## config.mk

```make
export PLATFORM = sky130hd
export DESIGN_NAME = fmpd_queue
export DESIGN_NICKNAME = d
export VERILOG_FILES = /design/src/design/fmpd_pkg.sv /design/src/design/fmpd_queue.sv
export SDC_FILE = /design/constraint.sdc
export NUM_CORES = 1
export LEC_CHECK = 0
export ABC_AREA = 1
export ABC_CLOCK_PERIOD_IN_PS = 3110
export BUFFER_PORTS_ARGS = -buffer_cell sky130_fd_sc_hd__clkbuf_2
export CAP_MARGIN = 20
export CORE_ASPECT_RATIO = 0.9
export CORE_MARGIN = 4
export CORE_UTILIZATION = 45
export CTS_CLUSTER_DIAMETER = 40
export DETAILED_ROUTE_END_ITERATION = 16
export PLACE_DENSITY = 0.64
export SLEW_MARGIN = 20
export SYNTH_ARGS = -nofsm -noshare
export SYNTH_HDL_FRONTEND = slang
export SYNTH_SLANG_ARGS = --single-unit
```

## constraint.sdc

```tcl
create_clock -name clk_i -period 3.11 [get_ports clk_i]
set_input_delay 0.1555 -clock clk_i [delete_from_list [all_inputs] [get_ports clk_i]]
set_output_delay 0.1555 -clock clk_i [all_outputs]
set_load 0.03 [all_outputs]
```

## src/design/fmpd_pkg.sv

```systemverilog
package fmpd_pkg;

  // Sample and iteration setup
  localparam int SAMPLE_BITS  = 16;
  localparam int CORDIC_STEPS = 16;
  localparam int ATAN_LEN     = 24;
  localparam int NSTEPS       = (CORDIC_STEPS < ATAN_LEN) ? CORDIC_STEPS : ATAN_LEN;

  // Datapath widths
  localparam int PROD_W      = 2 * SAMPLE_BITS;
  localparam int SUM_W       = PROD_W + 1;
  localparam int CW          = SUM_W + 3;        // covers CORDIC gain of about 1.65
  localparam int ANG_FRAC    = 24;               // 2^24 = pi
  localparam int ZW          = ANG_FRAC + 3;
  localparam int PHASE_SHIFT = 9;
  localparam int PHASE_W     = ZW - PHASE_SHIFT;
  localparam int GAIN_W      = 16;
  localparam int AUDIO_W     = 16;
  localparam int AUDIO_SHIFT = 8;
  localparam int MUL_W       = PHASE_W + GAIN_W + 1;

  // Queue between front and back
  localparam int QDEPTH = 4;
  localparam int QPTR_W = $clog2(QDEPTH);

  // Register map
  localparam int  PADDR_W            = 3;
  localparam int  PDATA_W            = 32;
  localparam logic REG_IDX_AUDIO_GAIN = 1'b0;
  localparam logic [GAIN_W-1:0] GAIN_RESET = GAIN_W'(2560);

  localparam logic signed [SAMPLE_BITS-1:0] UNIT_I = {1'b0, {(SAMPLE_BITS-1){1'b1}}};
  localparam logic signed [ZW-1:0] ANG_PI =
    {{(ZW-ANG_FRAC-1){1'b0}}, 1'b1, {ANG_FRAC{1'b0}}};

  typedef struct packed {
    logic signed [SAMPLE_BITS-1:0] i_sample;
    logic signed [SAMPLE_BITS-1:0] q_sample;
    logic                          restart;
  } fmpd_in_t;

  typedef struct packed {
    logic signed [AUDIO_W-1:0] audio_sample;
    logic                      saturated;
  } fmpd_out_t;

  typedef enum logic [1:0] {
    FOLD_NONE,
    FOLD_POS_PI,
    FOLD_NEG_PI
  } fold_e;

  // Product folded into the right half plane
  typedef struct packed {
    logic signed [SUM_W-1:0] x;
    logic signed [SUM_W-1:0] y;
    fold_e                   fold;
  } fmpd_vec_t;

  typedef struct packed {
    logic full;
    logic empty;
  } fmpd_qstat_t;

  // round(atan(2^-k) / pi * 2^24)
  function automatic logic signed [ZW-1:0] atan_entry(input int k);
    logic signed [ZW-1:0] v;
    case (k)
      0:  v = ZW'(4194304);
      1:  v = ZW'(2476042);
      2:  v = ZW'(1308273);
      3:  v = ZW'(664100);
      4:  v = ZW'(333339);
      5:  v = ZW'(166832);
      6:  v = ZW'(83436);
      7:  v = ZW'(41721);
      8:  v = ZW'(20861);
      9:  v = ZW'(10430);
      10: v = ZW'(5215);
      11: v = ZW'(2608);
      12: v = ZW'(1304);
      13: v = ZW'(652);
      14: v = ZW'(326);
      15: v = ZW'(163);
      16: v = ZW'(81);
      17: v = ZW'(41);
      18: v = ZW'(20);
      19: v = ZW'(10);
      20: v = ZW'(5);
      21: v = ZW'(3);
      22: v = ZW'(1);
      23: v = ZW'(1);
      default: v = '0;
    endcase
    return v;
  endfunction

endpackage

```

## src/design/fmpd_queue.sv

```systemverilog
module fmpd_queue
  import fmpd_pkg::*;
(
  input  logic        clk_i,
  input  logic        rst_ni,
  input  logic        push_i,
  input  fmpd_vec_t   data_i,
  input  logic        pop_i,
  output fmpd_vec_t   data_o,
  output fmpd_qstat_t stat_o
);

  fmpd_vec_t         mem_q [QDEPTH];
  logic [QPTR_W-1:0] wr_ptr_q, wr_ptr_d;
  logic [QPTR_W-1:0] rd_ptr_q, rd_ptr_d;
  logic [QPTR_W:0]   count_q, count_d;

  always_comb begin
    stat_o.full  = (count_q == (QPTR_W+1)'(QDEPTH));
    stat_o.empty = (count_q == '0);
    data_o       = mem_q[rd_ptr_q];

    wr_ptr_d = wr_ptr_q;
    rd_ptr_d = rd_ptr_q;
    count_d  = count_q;
    if (push_i) begin
      wr_ptr_d = (wr_ptr_q == QPTR_W'(QDEPTH-1)) ? '0 : wr_ptr_q + 1'b1;
    end
    if (pop_i) begin
      rd_ptr_d = (rd_ptr_q == QPTR_W'(QDEPTH-1)) ? '0 : rd_ptr_q + 1'b1;
    end
    if (push_i && !pop_i) begin
      count_d = count_q + 1'b1;
    end else if (pop_i && !push_i) begin
      count_d = count_q - 1'b1;
    end
  end

  always_ff @(posedge clk_i or negedge rst_ni) begin
    if (!rst_ni) begin
      wr_ptr_q <= '0;
      rd_ptr_q <= '0;
      count_q  <= '0;
    end else begin
      wr_ptr_q <= wr_ptr_d;
      rd_ptr_q <= rd_ptr_d;
      count_q  <= count_d;
    end
  end

  always_ff @(posedge clk_i) begin
    if (push_i) begin
      mem_q[wr_ptr_q] <= data_i;
    end
  end

endmodule

```

==> impl_metrics.json <==
{
  "synth_ff_type": "edfxtp_1",
  "rsz0062_at_grt": "false",
  "fin_cells": 1440,
  "die_area_um2": 28200,
  "routed_wl_um": 22700,
  "final_area_um2": 14500,
  "yosys.area.top_type_share": 0.709,
  "min_path_type": "primary input to async pin",
  "synth.yosys.seq_area_share": 0.725,
  "synth_common_cells": "edfxtp_1, nand2_1, inv_1, o211ai_1, buf_6",
  "numClockSinks": 279,
  "nNetsFinal": 1147,
  "vias": 6906,
  "r2r_start": "wr_ptr_q[0]",
  "fin_crit_sh": 0.828,
  "grt_max_degree": 113,
  "arrival_ns": 2.42,
  "overflow": 0,
  "synth_cells": 846,
  "fillCellCount": 2071,
  "skew_ns": 0.0103,
  "startpoint_type": "flip-flop",
  "worst_ep_required_time_ns": 2.95,
  "setup_viol_count_final": 0,
  "hold_viol_final": 0,
  "path_cells": "buf_4, o211ai_1, nand2_1, clkbuf_2",
  "clk_pin_slew_ns": 0.06,
  "cts_buffer_depth": 3,
  "peakVddDrop_v": 0.000595,
  "cap_viol_max_count": 0,
  "synth.distinct_cells": 20,
  "core_area_um2": 25200,
  "synth_edf_count": 272,
  "status": "completed",
  "worst-setup-path-type": "flip-flop to output port",
  "drc": 0,
  "place_congestion": 0.751,
  "antenna_found_initial": 1,
  "synth_top_cell_by_area": "edfxtp_1",
  "fmax_mhz": 388,
  "ant_nets": 0,
  "cts-buffers-inserted": 37,
  "vias_per_cell": 4.80,
  "area_growth_pct": 25.7,
  "worst_slew_pin_slew_ns": 0.856,
  "insertion_delay_ns": 0.51,
  "slew_headroom": 0.430,
  "slowest_delay_ns": 0.73,
  "dp_hpwl_um": 13300,
  "wl_per_cell_um": 15.8,
  "portBuffers": 141,
  "p_total_uw": 14300,
  "ys_ff_latch": 279,
  "cts_tree": "done",
  "critPathMaxFanout": 55,
  "setup_tns_ns": 0,
  "path_buf_inv": 2,
  "grt_pass1_wl_um": 36000,
  "rrSetupSlack_ns": 1.09,
  "hold_ws_ns": 0.0539,
  "h-tree-depth": 2,
  "drive_above_1_share": 0.235,
  "end_kind": "output port",
  "cts_root_buf": "clkbuf_16",
  "drt-pass1-iter-count": 5,
  "die_h_um": 160,
  "r2r-end": "mem_q[0][27]",
  "crit_family": "buffers and inverters",
  "fin_crit_ns": 2.58,
  "yosysWarnings": 0,
  "p_leak_uw": 0.00595,
  "power.density_nw_per_um2": 991,
  "pin_count": 142,
  "num_rows": 55,
  "synth.most_common_cell": "edfxtp_1",
  "drv_slew": 0,
  "grt_pass1_vias": 6777,
  "die_w_um": 177,
  "syn_avg_cell_area_um2": 13.6,
  "start_util": 0.457,
  "worstRegToRegCells": 5,
  "place_area_um2": 12400,
  "cp_slowest_cell": "buf_4",
  "yosys-top-cells-area": "edfxtp_1, nand2_1, o211ai_1",
  "drt-initial-drc-count": 398,
  "synth_nets": 925,
  "grt_use_total": 0.161,
  "netlist_area_um2": 11500,
  "synth_async_sr_flop_share": 0.0251,
  "place_inst": 1300
}
timing repair:
action,4_1_cts,5_1_grt
hold endpoints to repair,282,0
buffers inserted,0,0
resized for setup,0,0
hold buffers,71,0
sequential cells by signal (all words and copies together), names as in the netlist:
| name | count |
|---|---|
| count_q | 3 |
| mem_q | 272 |
| rd_ptr_q | 2 |
| wr_ptr_q | 2 |
power breakdown:
part,leakage [uW],total [uW],switching [uW],internal (uW)
combinational,0.00272,4730,3420,1310
sequential,0.00258,5030,199,4830
clock,0.000654,4580,1590,2990
cells by family (layout without fill, tap and decap cells):
logic type / after synthesis / in the layout / synth area share
compound gates: 140 / 140 / 0.104
xor+xnor: 1 / 1 / 0.000761
fa+ha+maj: 7 / 7 / 0.00826
buf+inv: 194 / 445 / 0.0882
flops: 279 / 279 / 0.725
other cells: 0 / 1 / 0
simple gates: 225 / 225 / 0.0739
metrics by stage:
step,util,setup WS [ns]
6_report,0.575,0.534
5_1_grt,0.575,0.415
4_1_cts,0.574,0.491
3_5_place_dp,0.492,1.03
3_3_place_gp,0.492,1.05
2_1_floorplan,-,0.711
worst reg2reg max path, stage by stage, from the launching register on:
cell and delay (ns):
dfrtp_1 0.39, inv_1 0.10, ha_1 0.20, nand2_1 0.07, clkinv_2 0.54, buf_12 0.44
per-layer routing:
layer  up-vias  track usage  share of wire  wire (um)
met3        39       0.0310          0.051       1150
li1       3414            -              -          -
met5         -            0              0          0
met1      3295        0.219           0.44      10100
met2       158        0.264           0.49      11100
met4         0       0.0482          0.019        428
placed cells by master (no fill, tap or decap):
cell,Yosys,layout
inv_8,0,4
o21ai_1,2,2
nand4_1,1,1
dfrtp_1,7,6
clkbuf_16,0,39
nor3_1,2,2
clkbuf_2,0,141
edfxtp_1,272,272
nand3_1,1,1
o211ai_2,32,32
nand2_1,219,219
inv_1,147,143
buf_12,0,5
diode_2,0,1
inv_4,1,1
bufinv_16,0,8
clkinv_2,0,6
dfrtp_4,0,1
nor2_1,2,2
dlygate4sd3_1,0,71
xnor2_1,1,1
clkbuf_1,0,4
o21ai_0,2,2
fa_1,1,1
clkinv_1,0,2
ha_1,6,6
clkinv_4,0,3
inv_6,0,3
buf_4,0,11
clkinvlp_4,0,4
o211ai_1,104,104
worst max path at each step:
| stage | from | to | slack, ns | cells after the start |
|---|---|---|---|---|
| floorplan | wr_ptr_q[0] | mem_q[2][0] | 0.71 | 4 |
| global placement | rd_ptr_q[1] | data_o[25] | 1.05 | 5 |
| detailed placement | rd_ptr_q[1] | data_o[22] | 1.03 | 5 |
| CTS | rd_ptr_q[1] | data_o[22] | 0.49 | 5 |
| global route | rd_ptr_q[1] | data_o[22] | 0.42 | 5 |
| finish | rd_ptr_q[1] | data_o[22] | 0.53 | 4 |
cell type report:
type / count / area [um2] / share of cell area
Sequential cell: 279 / 8350 / 0.577
Multi-Input combinational cell: 373 / 2160 / 0.149
Timing Repair Buffer: 228 / 1600 / 0.110
Clock buffer: 43 / 991 / 0.0685
Inverter: 149 / 574 / 0.0397
Tap cell: 342 / 428 / 0.0296
Clock inverter: 25 / 374 / 0.0259
Antenna cell: 1 / 2.50 / 0.000173
(Power assumes the default switching activity.)
