==> config.mk <==
export PLATFORM = sky130hd
export DESIGN_NAME = fmpd_front
export DESIGN_NICKNAME = d
export VERILOG_FILES = /design/src/design/fmpd_pkg.sv /design/src/design/fmpd_front.sv
export SDC_FILE = /design/constraint.sdc
export NUM_CORES = 2
export LEC_CHECK = 0
export BUFFER_PORTS_ARGS = -buffer_cell sky130_fd_sc_hd__buf_2
export CAP_MARGIN = 20
export CORE_ASPECT_RATIO = 1.75
export CORE_MARGIN = 3
export CORE_UTILIZATION = 45
export CTS_CLUSTER_DIAMETER = 50
export DETAILED_ROUTE_END_ITERATION = 10
export MAX_ROUTING_LAYER = met4
export PLACE_DENSITY = 0.6
export SYNTH_ARGS = -nofsm -noshare
export SYNTH_HDL_FRONTEND = slang
export SYNTH_SLANG_ARGS = --single-unit
==> constraint.sdc <==
create_clock -name clk_i -period 18.8 [get_ports clk_i]
set_input_delay 1.88 -clock clk_i [delete_from_list [all_inputs] [get_ports clk_i]]
set_output_delay 1.88 -clock clk_i [all_outputs]
set_load 0.03 [all_outputs]
==> src/design/fmpd_pkg.sv <==
package fmpd_pkg;

  // Sample and iteration setup
  localparam int SAMPLE_BITS  = 16;
  localparam int CORDIC_STEPS = 16;
  localparam int ATAN_LEN     = 24;
  localparam int NSTEPS       = (CORDIC_STEPS < ATAN_LEN) ? CORDIC_STEPS : ATAN_LEN;

  // Datapath widths
  localparam int PROD_W      = 2 * SAMPLE_BITS;
  localparam int SUM_W       = PROD_W + 1;
  localparam int CW          = SUM_W + 3;        // covers CORDIC gain of about 1.65
  localparam int ANG_FRAC    = 24;               // 2^24 = pi
  localparam int ZW          = ANG_FRAC + 3;
  localparam int PHASE_SHIFT = 9;
  localparam int PHASE_W     = ZW - PHASE_SHIFT;
  localparam int GAIN_W      = 16;
  localparam int AUDIO_W     = 16;
  localparam int AUDIO_SHIFT = 8;
  localparam int MUL_W       = PHASE_W + GAIN_W + 1;

  // Queue between front and back
  localparam int QDEPTH = 4;
  localparam int QPTR_W = $clog2(QDEPTH);

  // Register map
  localparam int  PADDR_W            = 3;
  localparam int  PDATA_W            = 32;
  localparam logic REG_IDX_AUDIO_GAIN = 1'b0;
  localparam logic [GAIN_W-1:0] GAIN_RESET = GAIN_W'(2560);

  localparam logic signed [SAMPLE_BITS-1:0] UNIT_I = {1'b0, {(SAMPLE_BITS-1){1'b1}}};
  localparam logic signed [ZW-1:0] ANG_PI =
    {{(ZW-ANG_FRAC-1){1'b0}}, 1'b1, {ANG_FRAC{1'b0}}};

  typedef struct packed {
    logic signed [SAMPLE_BITS-1:0] i_sample;
    logic signed [SAMPLE_BITS-1:0] q_sample;
    logic                          restart;
  } fmpd_in_t;

  typedef struct packed {
    logic signed [AUDIO_W-1:0] audio_sample;
    logic                      saturated;
  } fmpd_out_t;

  typedef enum logic [1:0] {
    FOLD_NONE,
    FOLD_POS_PI,
    FOLD_NEG_PI
  } fold_e;

  // Product folded into the right half plane
  typedef struct packed {
    logic signed [SUM_W-1:0] x;
    logic signed [SUM_W-1:0] y;
    fold_e                   fold;
  } fmpd_vec_t;

  typedef struct packed {
    logic full;
    logic empty;
  } fmpd_qstat_t;

  // round(atan(2^-k) / pi * 2^24)
  function automatic logic signed [ZW-1:0] atan_entry(input int k);
    logic signed [ZW-1:0] v;
    case (k)
      0:  v = ZW'(4194304);
      1:  v = ZW'(2476042);
      2:  v = ZW'(1308273);
      3:  v = ZW'(664100);
      4:  v = ZW'(333339);
      5:  v = ZW'(166832);
      6:  v = ZW'(83436);
      7:  v = ZW'(41721);
      8:  v = ZW'(20861);
      9:  v = ZW'(10430);
      10: v = ZW'(5215);
      11: v = ZW'(2608);
      12: v = ZW'(1304);
      13: v = ZW'(652);
      14: v = ZW'(326);
      15: v = ZW'(163);
      16: v = ZW'(81);
      17: v = ZW'(41);
      18: v = ZW'(20);
      19: v = ZW'(10);
      20: v = ZW'(5);
      21: v = ZW'(3);
      22: v = ZW'(1);
      23: v = ZW'(1);
      default: v = '0;
    endcase
    return v;
  endfunction

endpackage

==> src/design/fmpd_front.sv <==
module fmpd_front
  import fmpd_pkg::*;
(
  input  logic        clk_i,
  input  logic        rst_ni,
  input  logic        in_valid_i,
  output logic        in_stall_o,
  input  fmpd_in_t    in_data_i,
  input  fmpd_qstat_t qstat_i,
  output logic        push_o,
  output fmpd_vec_t   vec_o
);

  logic signed [SAMPLE_BITS-1:0] prev_i_q, prev_q_q;
  logic signed [SAMPLE_BITS-1:0] ref_i, ref_q;
  logic signed [PROD_W-1:0]      ii_q, qq_q, qi_q, iq_q;
  logic signed [SUM_W-1:0]       re, im;
  logic                          valid_a_q, valid_b_q;
  logic                          accept, a_move;
  fmpd_vec_t                     vec_d, vec_q;

  assign push_o     = valid_b_q && !qstat_i.full;
  assign a_move     = valid_a_q && (!valid_b_q || push_o);
  assign in_stall_o = valid_a_q && !a_move;
  assign accept     = in_valid_i && !in_stall_o;
  assign vec_o      = vec_q;

  // restart swaps in the unit vector as the previous sample
  always_comb begin
    ref_i = in_data_i.restart ? UNIT_I : prev_i_q;
    ref_q = in_data_i.restart ? '0 : prev_q_q;
  end

  // cur * conj(prev), then fold the left half plane over
  always_comb begin
    re = SUM_W'(ii_q) + SUM_W'(qq_q);
    im = SUM_W'(qi_q) - SUM_W'(iq_q);
    if (re[SUM_W-1]) begin
      vec_d.x    = -re;
      vec_d.y    = -im;
      vec_d.fold = im[SUM_W-1] ? FOLD_NEG_PI : FOLD_POS_PI;
    end else begin
      vec_d.x    = re;
      vec_d.y    = im;
      vec_d.fold = FOLD_NONE;
    end
  end

  always_ff @(posedge clk_i or negedge rst_ni) begin
    if (!rst_ni) begin
      valid_a_q <= 1'b0;
      valid_b_q <= 1'b0;
      prev_i_q  <= UNIT_I;
      prev_q_q  <= '0;
    end else begin
      valid_a_q <= accept || (valid_a_q && !a_move);
      valid_b_q <= a_move || (valid_b_q && !push_o);
      if (accept) begin
        prev_i_q <= in_data_i.i_sample;
        prev_q_q <= in_data_i.q_sample;
      end
    end
  end

  always_ff @(posedge clk_i) begin
    if (accept) begin
      ii_q <= in_data_i.i_sample * ref_i;
      qq_q <= in_data_i.q_sample * ref_q;
      qi_q <= in_data_i.q_sample * ref_i;
      iq_q <= in_data_i.i_sample * ref_q;
    end
    if (a_move) begin
      vec_q <= vec_d;
    end
  end

endmodule

==> results.toml <==
[outcome]
status = "completed"

[setup_path]
cp_data_required_time_ns = 19.13
worstPathCellList = "buf_2, nor2b_2, buf_4, and2_1, fa_1, fa_1, ha_1, fa_1, inv_1, fa_1, fa_1, inv_1, ha_1, a21oi_1, o211ai_1, o31ai_1, a21oi_1, o41ai_1, o221ai_1, o41ai_1, o2111ai_1, a21oi_1, xor2_1"
timing_worst_setup_path_type = "input pin to flop"
crit_fanout = 32
end_kind = "flop"
arrival_ns = 9.69
cp_slowest_cell = "nor2b_2"
crit_path_start_kind = "input pin"
worst_path_largest_cell_delay_ns = 0.69
timing.critical_path.mode_cell = "fa_1"
r2r_cells = 22

[clock_network]
cts_max_level = 1
cts_hold_buffers = 0
clkTransAtPathRegs_ns = 0.07
cts_max_path_buffers = 3
cts-buffers-inserted = 29
tritoncts_clock_tree = "done"
root_buffer = "clkbuf_16"
cts_setup_buffers = 0
resized_cells_post_cts = 0
cts.sinks = 230
clk-insertion-delay-late_ns = 0.60

[sta]
max_freq_mhz = 107
final_max_slew_viol_count = 0
setup_viol = 0
final_min_period_over_clock_period_pct = 49.8
finalHoldViolations = 0
max_slew_margin_pct = 22.4
period_minus_slack_ns = 9.36
unrepaired_setup_endpoints_after_global_routing = "no"
fin_skew_ns = 0.0227
aggregate_negative_setup_slack_ns = 0
max_slew.worst_pin.slew_ns = 1.16

[global_routing]
grt_util_all_layers_pct = 22.5
grt_max_degree = 66
grt_pass1_wl_um = 210000
grt_busiest_layer = "met2"
antenna_found_initial = 7
met3_usage_pct = 1.75
globalRouteMet2Util_pct = 39.9
grt_util_met1_pct = 26.1
congestion_overflow_gr = 0
grt_pass1_vias = 39900

[logic_synthesis]
synth_async_sr_flop_share_pct = 14.8
synthFlopType = "edfxtp_1"
synth_largest_type_area_fraction_pct = 40.2
yosys_register_bits = 230
ys_warn_count = 0
synth-edff-count = 196
synth.distinct_cells = 85
syn-instance-count = 5516
synth_area_leader_cell = "fa_1"
synth_seq_area_share_pct = 12.9
synth_top_cells_by_area = "fa_1 (40%), edfxtp_1 (11%), ha_1 (9.4%), inv_1 (8.8%), and2_1 (5.7%)"
synth.net_count = 6998
synth.avg_cell_area_um2 = 9.47
mappedNetlistArea_um2 = 52300

[drt]
iteration_0_drc_count_of_the_detailed_router = 1997
total_wirelength_um = 127000
avgViaCountPerCell = 5.27
detailroute.via_count = 36800
routed_wire_length_per_instance_um = 18.1
drt_first_pass_iters = 5
drt_drc_violations_left = 0
antenna_left = 0

[floorplan]
design.die.area_um2 = 120000
fp.coreArea_um2 = 115000
die-height_um = 457
floorplan.initialDensity_pct = 45.6
io-pin-count = 108
rows = 164
floorplan_die_width_um = 264

[cells_and_area]
layout-area-overhead-vs-synth_pct = 5.78
drive_above_1_share_pct = 5.94
finalNetCount = 6947
layout_commonest_cell = "inv_1"
final_cell_mix = "inv_1 (1,228), fa_1 (1,050), nand2_1 (557)"

[run]
timing.max_cap.violations = 0

[place]
numPortBuffers = 106
globalplace.congestion = 0.892
dp_hpwl_um = 101000

[hold_path]
timing.hold.worst_path_depth = 1
holdCritPathClass = "flop to flop"
==> kinds of logic (layout without fill, tap and decap cells) <==
family / after synthesis / count (layout) / synth area share (%)
flip-flops: 230 / 230 / 12.9
XOR/XNOR: 236 / 236 / 3.96
AND/OR/NAND/NOR: 1560 / 1560 / 15.1
buffers and inverters: 1470 / 1442 / 10.6
other: 0 / 4 / 0
multiplexers: 34 / 34 / 0.728
adder cells (fa/ha/maj): 1444 / 1444 / 49.7
AO/OA/AOI/OAI: 542 / 542 / 7.04
==> area by class of cell <==
class                   count  area [um2]
flip-flops and latches    230        6760
multi-input cells        3816       40000
inverters                1229        4620
well taps                1494        1870
clock buffers              31         743
fillers                 10900       59400
repair buffers            159         933
diodes                      4        10.0
clock inverters            23         324
==> routing by layer <==
metal | vias up | wire length (um)
met5 | - | 0
met4 | 0 | 6630
met3 | 206 | 4960
met1 | 19100 | 49100
met2 | 807 | 66100
li1 | 16800 | -
==> sequential cells by signal (all words and copies together), names as in the netlist, 16 cells and up <==
register / flops
vec_o: 68
prev_i_q: 16
prev_q_q: 16
iq_q: 32
ii_q: 32
qq_q: 32
qi_q: 32
==> final timing paths <==
kind                                            end                    start  slack, ns
max                              iq_q[31]$_DFFE_PP_             in_data_i[0]       9.44
min                             valid_b_q$_DFF_PN0_      valid_a_q$_DFF_PN0_       0.49
max reg2reg                      iq_q[31]$_DFFE_PP_  prev_q_q[6]$_DFFE_PN0P_      10.90
min reg2reg                     valid_b_q$_DFF_PN0_      valid_a_q$_DFF_PN0_       0.49
max in group asynchronous   prev_q_q[8]$_DFFE_PN0P_                   rst_ni      16.73
min in group asynchronous  prev_i_q[15]$_DFFE_PN0P_                   rst_ni       1.45
==> worst max-delay path, delay by kind of cell <==
family                   cells  cell delay (ns)
AO/OA/AOI/OAI                9             3.12
AND/OR/NAND/NOR              2             0.85
buffers and inverters        4             0.80
adder cells (fa/ha/maj)      7             2.88
XOR/XNOR                     1             0.09
==> Yosys cell counts, types with 19 or more instances <==
master    count
edfxtp_1    196
o21bai_1     25
nand2b_1     29
nor2b_1      70
nand3_1      46
and2_1      479
dfrtp_1      19
clkbuf_1    230
nand2_1     557
and3_1       38
ha_1        394
inv_1      1229
a211oi_1     23
o21ai_0      81
or2_2        36
a31oi_1      21
fa_1       1050
a21oi_1     141
o21a_1       35
a21o_1       75
mux2_2       32
nor2_1      179
xnor2_1     165
xor2_1       71
nor3_1       54
==> per-stage QoR <==
step | instances | util, % | hold WS [ns] | setup slack (ns) | cell area (um2)
2_1_floorplan | 5516 | - | 0.443 | 10.18 | 52300
3_3_place_gp | 6927 | 47.2 | 0.468 | 8.97 | 54200
3_5_place_dp | 6927 | 47.2 | 0.485 | 8.92 | 54200
4_1_cts | 6981 | 48.2 | 0.500 | 9.55 | 55200
5_1_grt | 6986 | 48.2 | 0.513 | 8.98 | 55300
6_report | 6986 | 48.2 | 0.492 | 9.44 | 55300
Power is not shown: default switching activity piles up to over one toggle a cycle in this logic, so the estimate is an artifact.
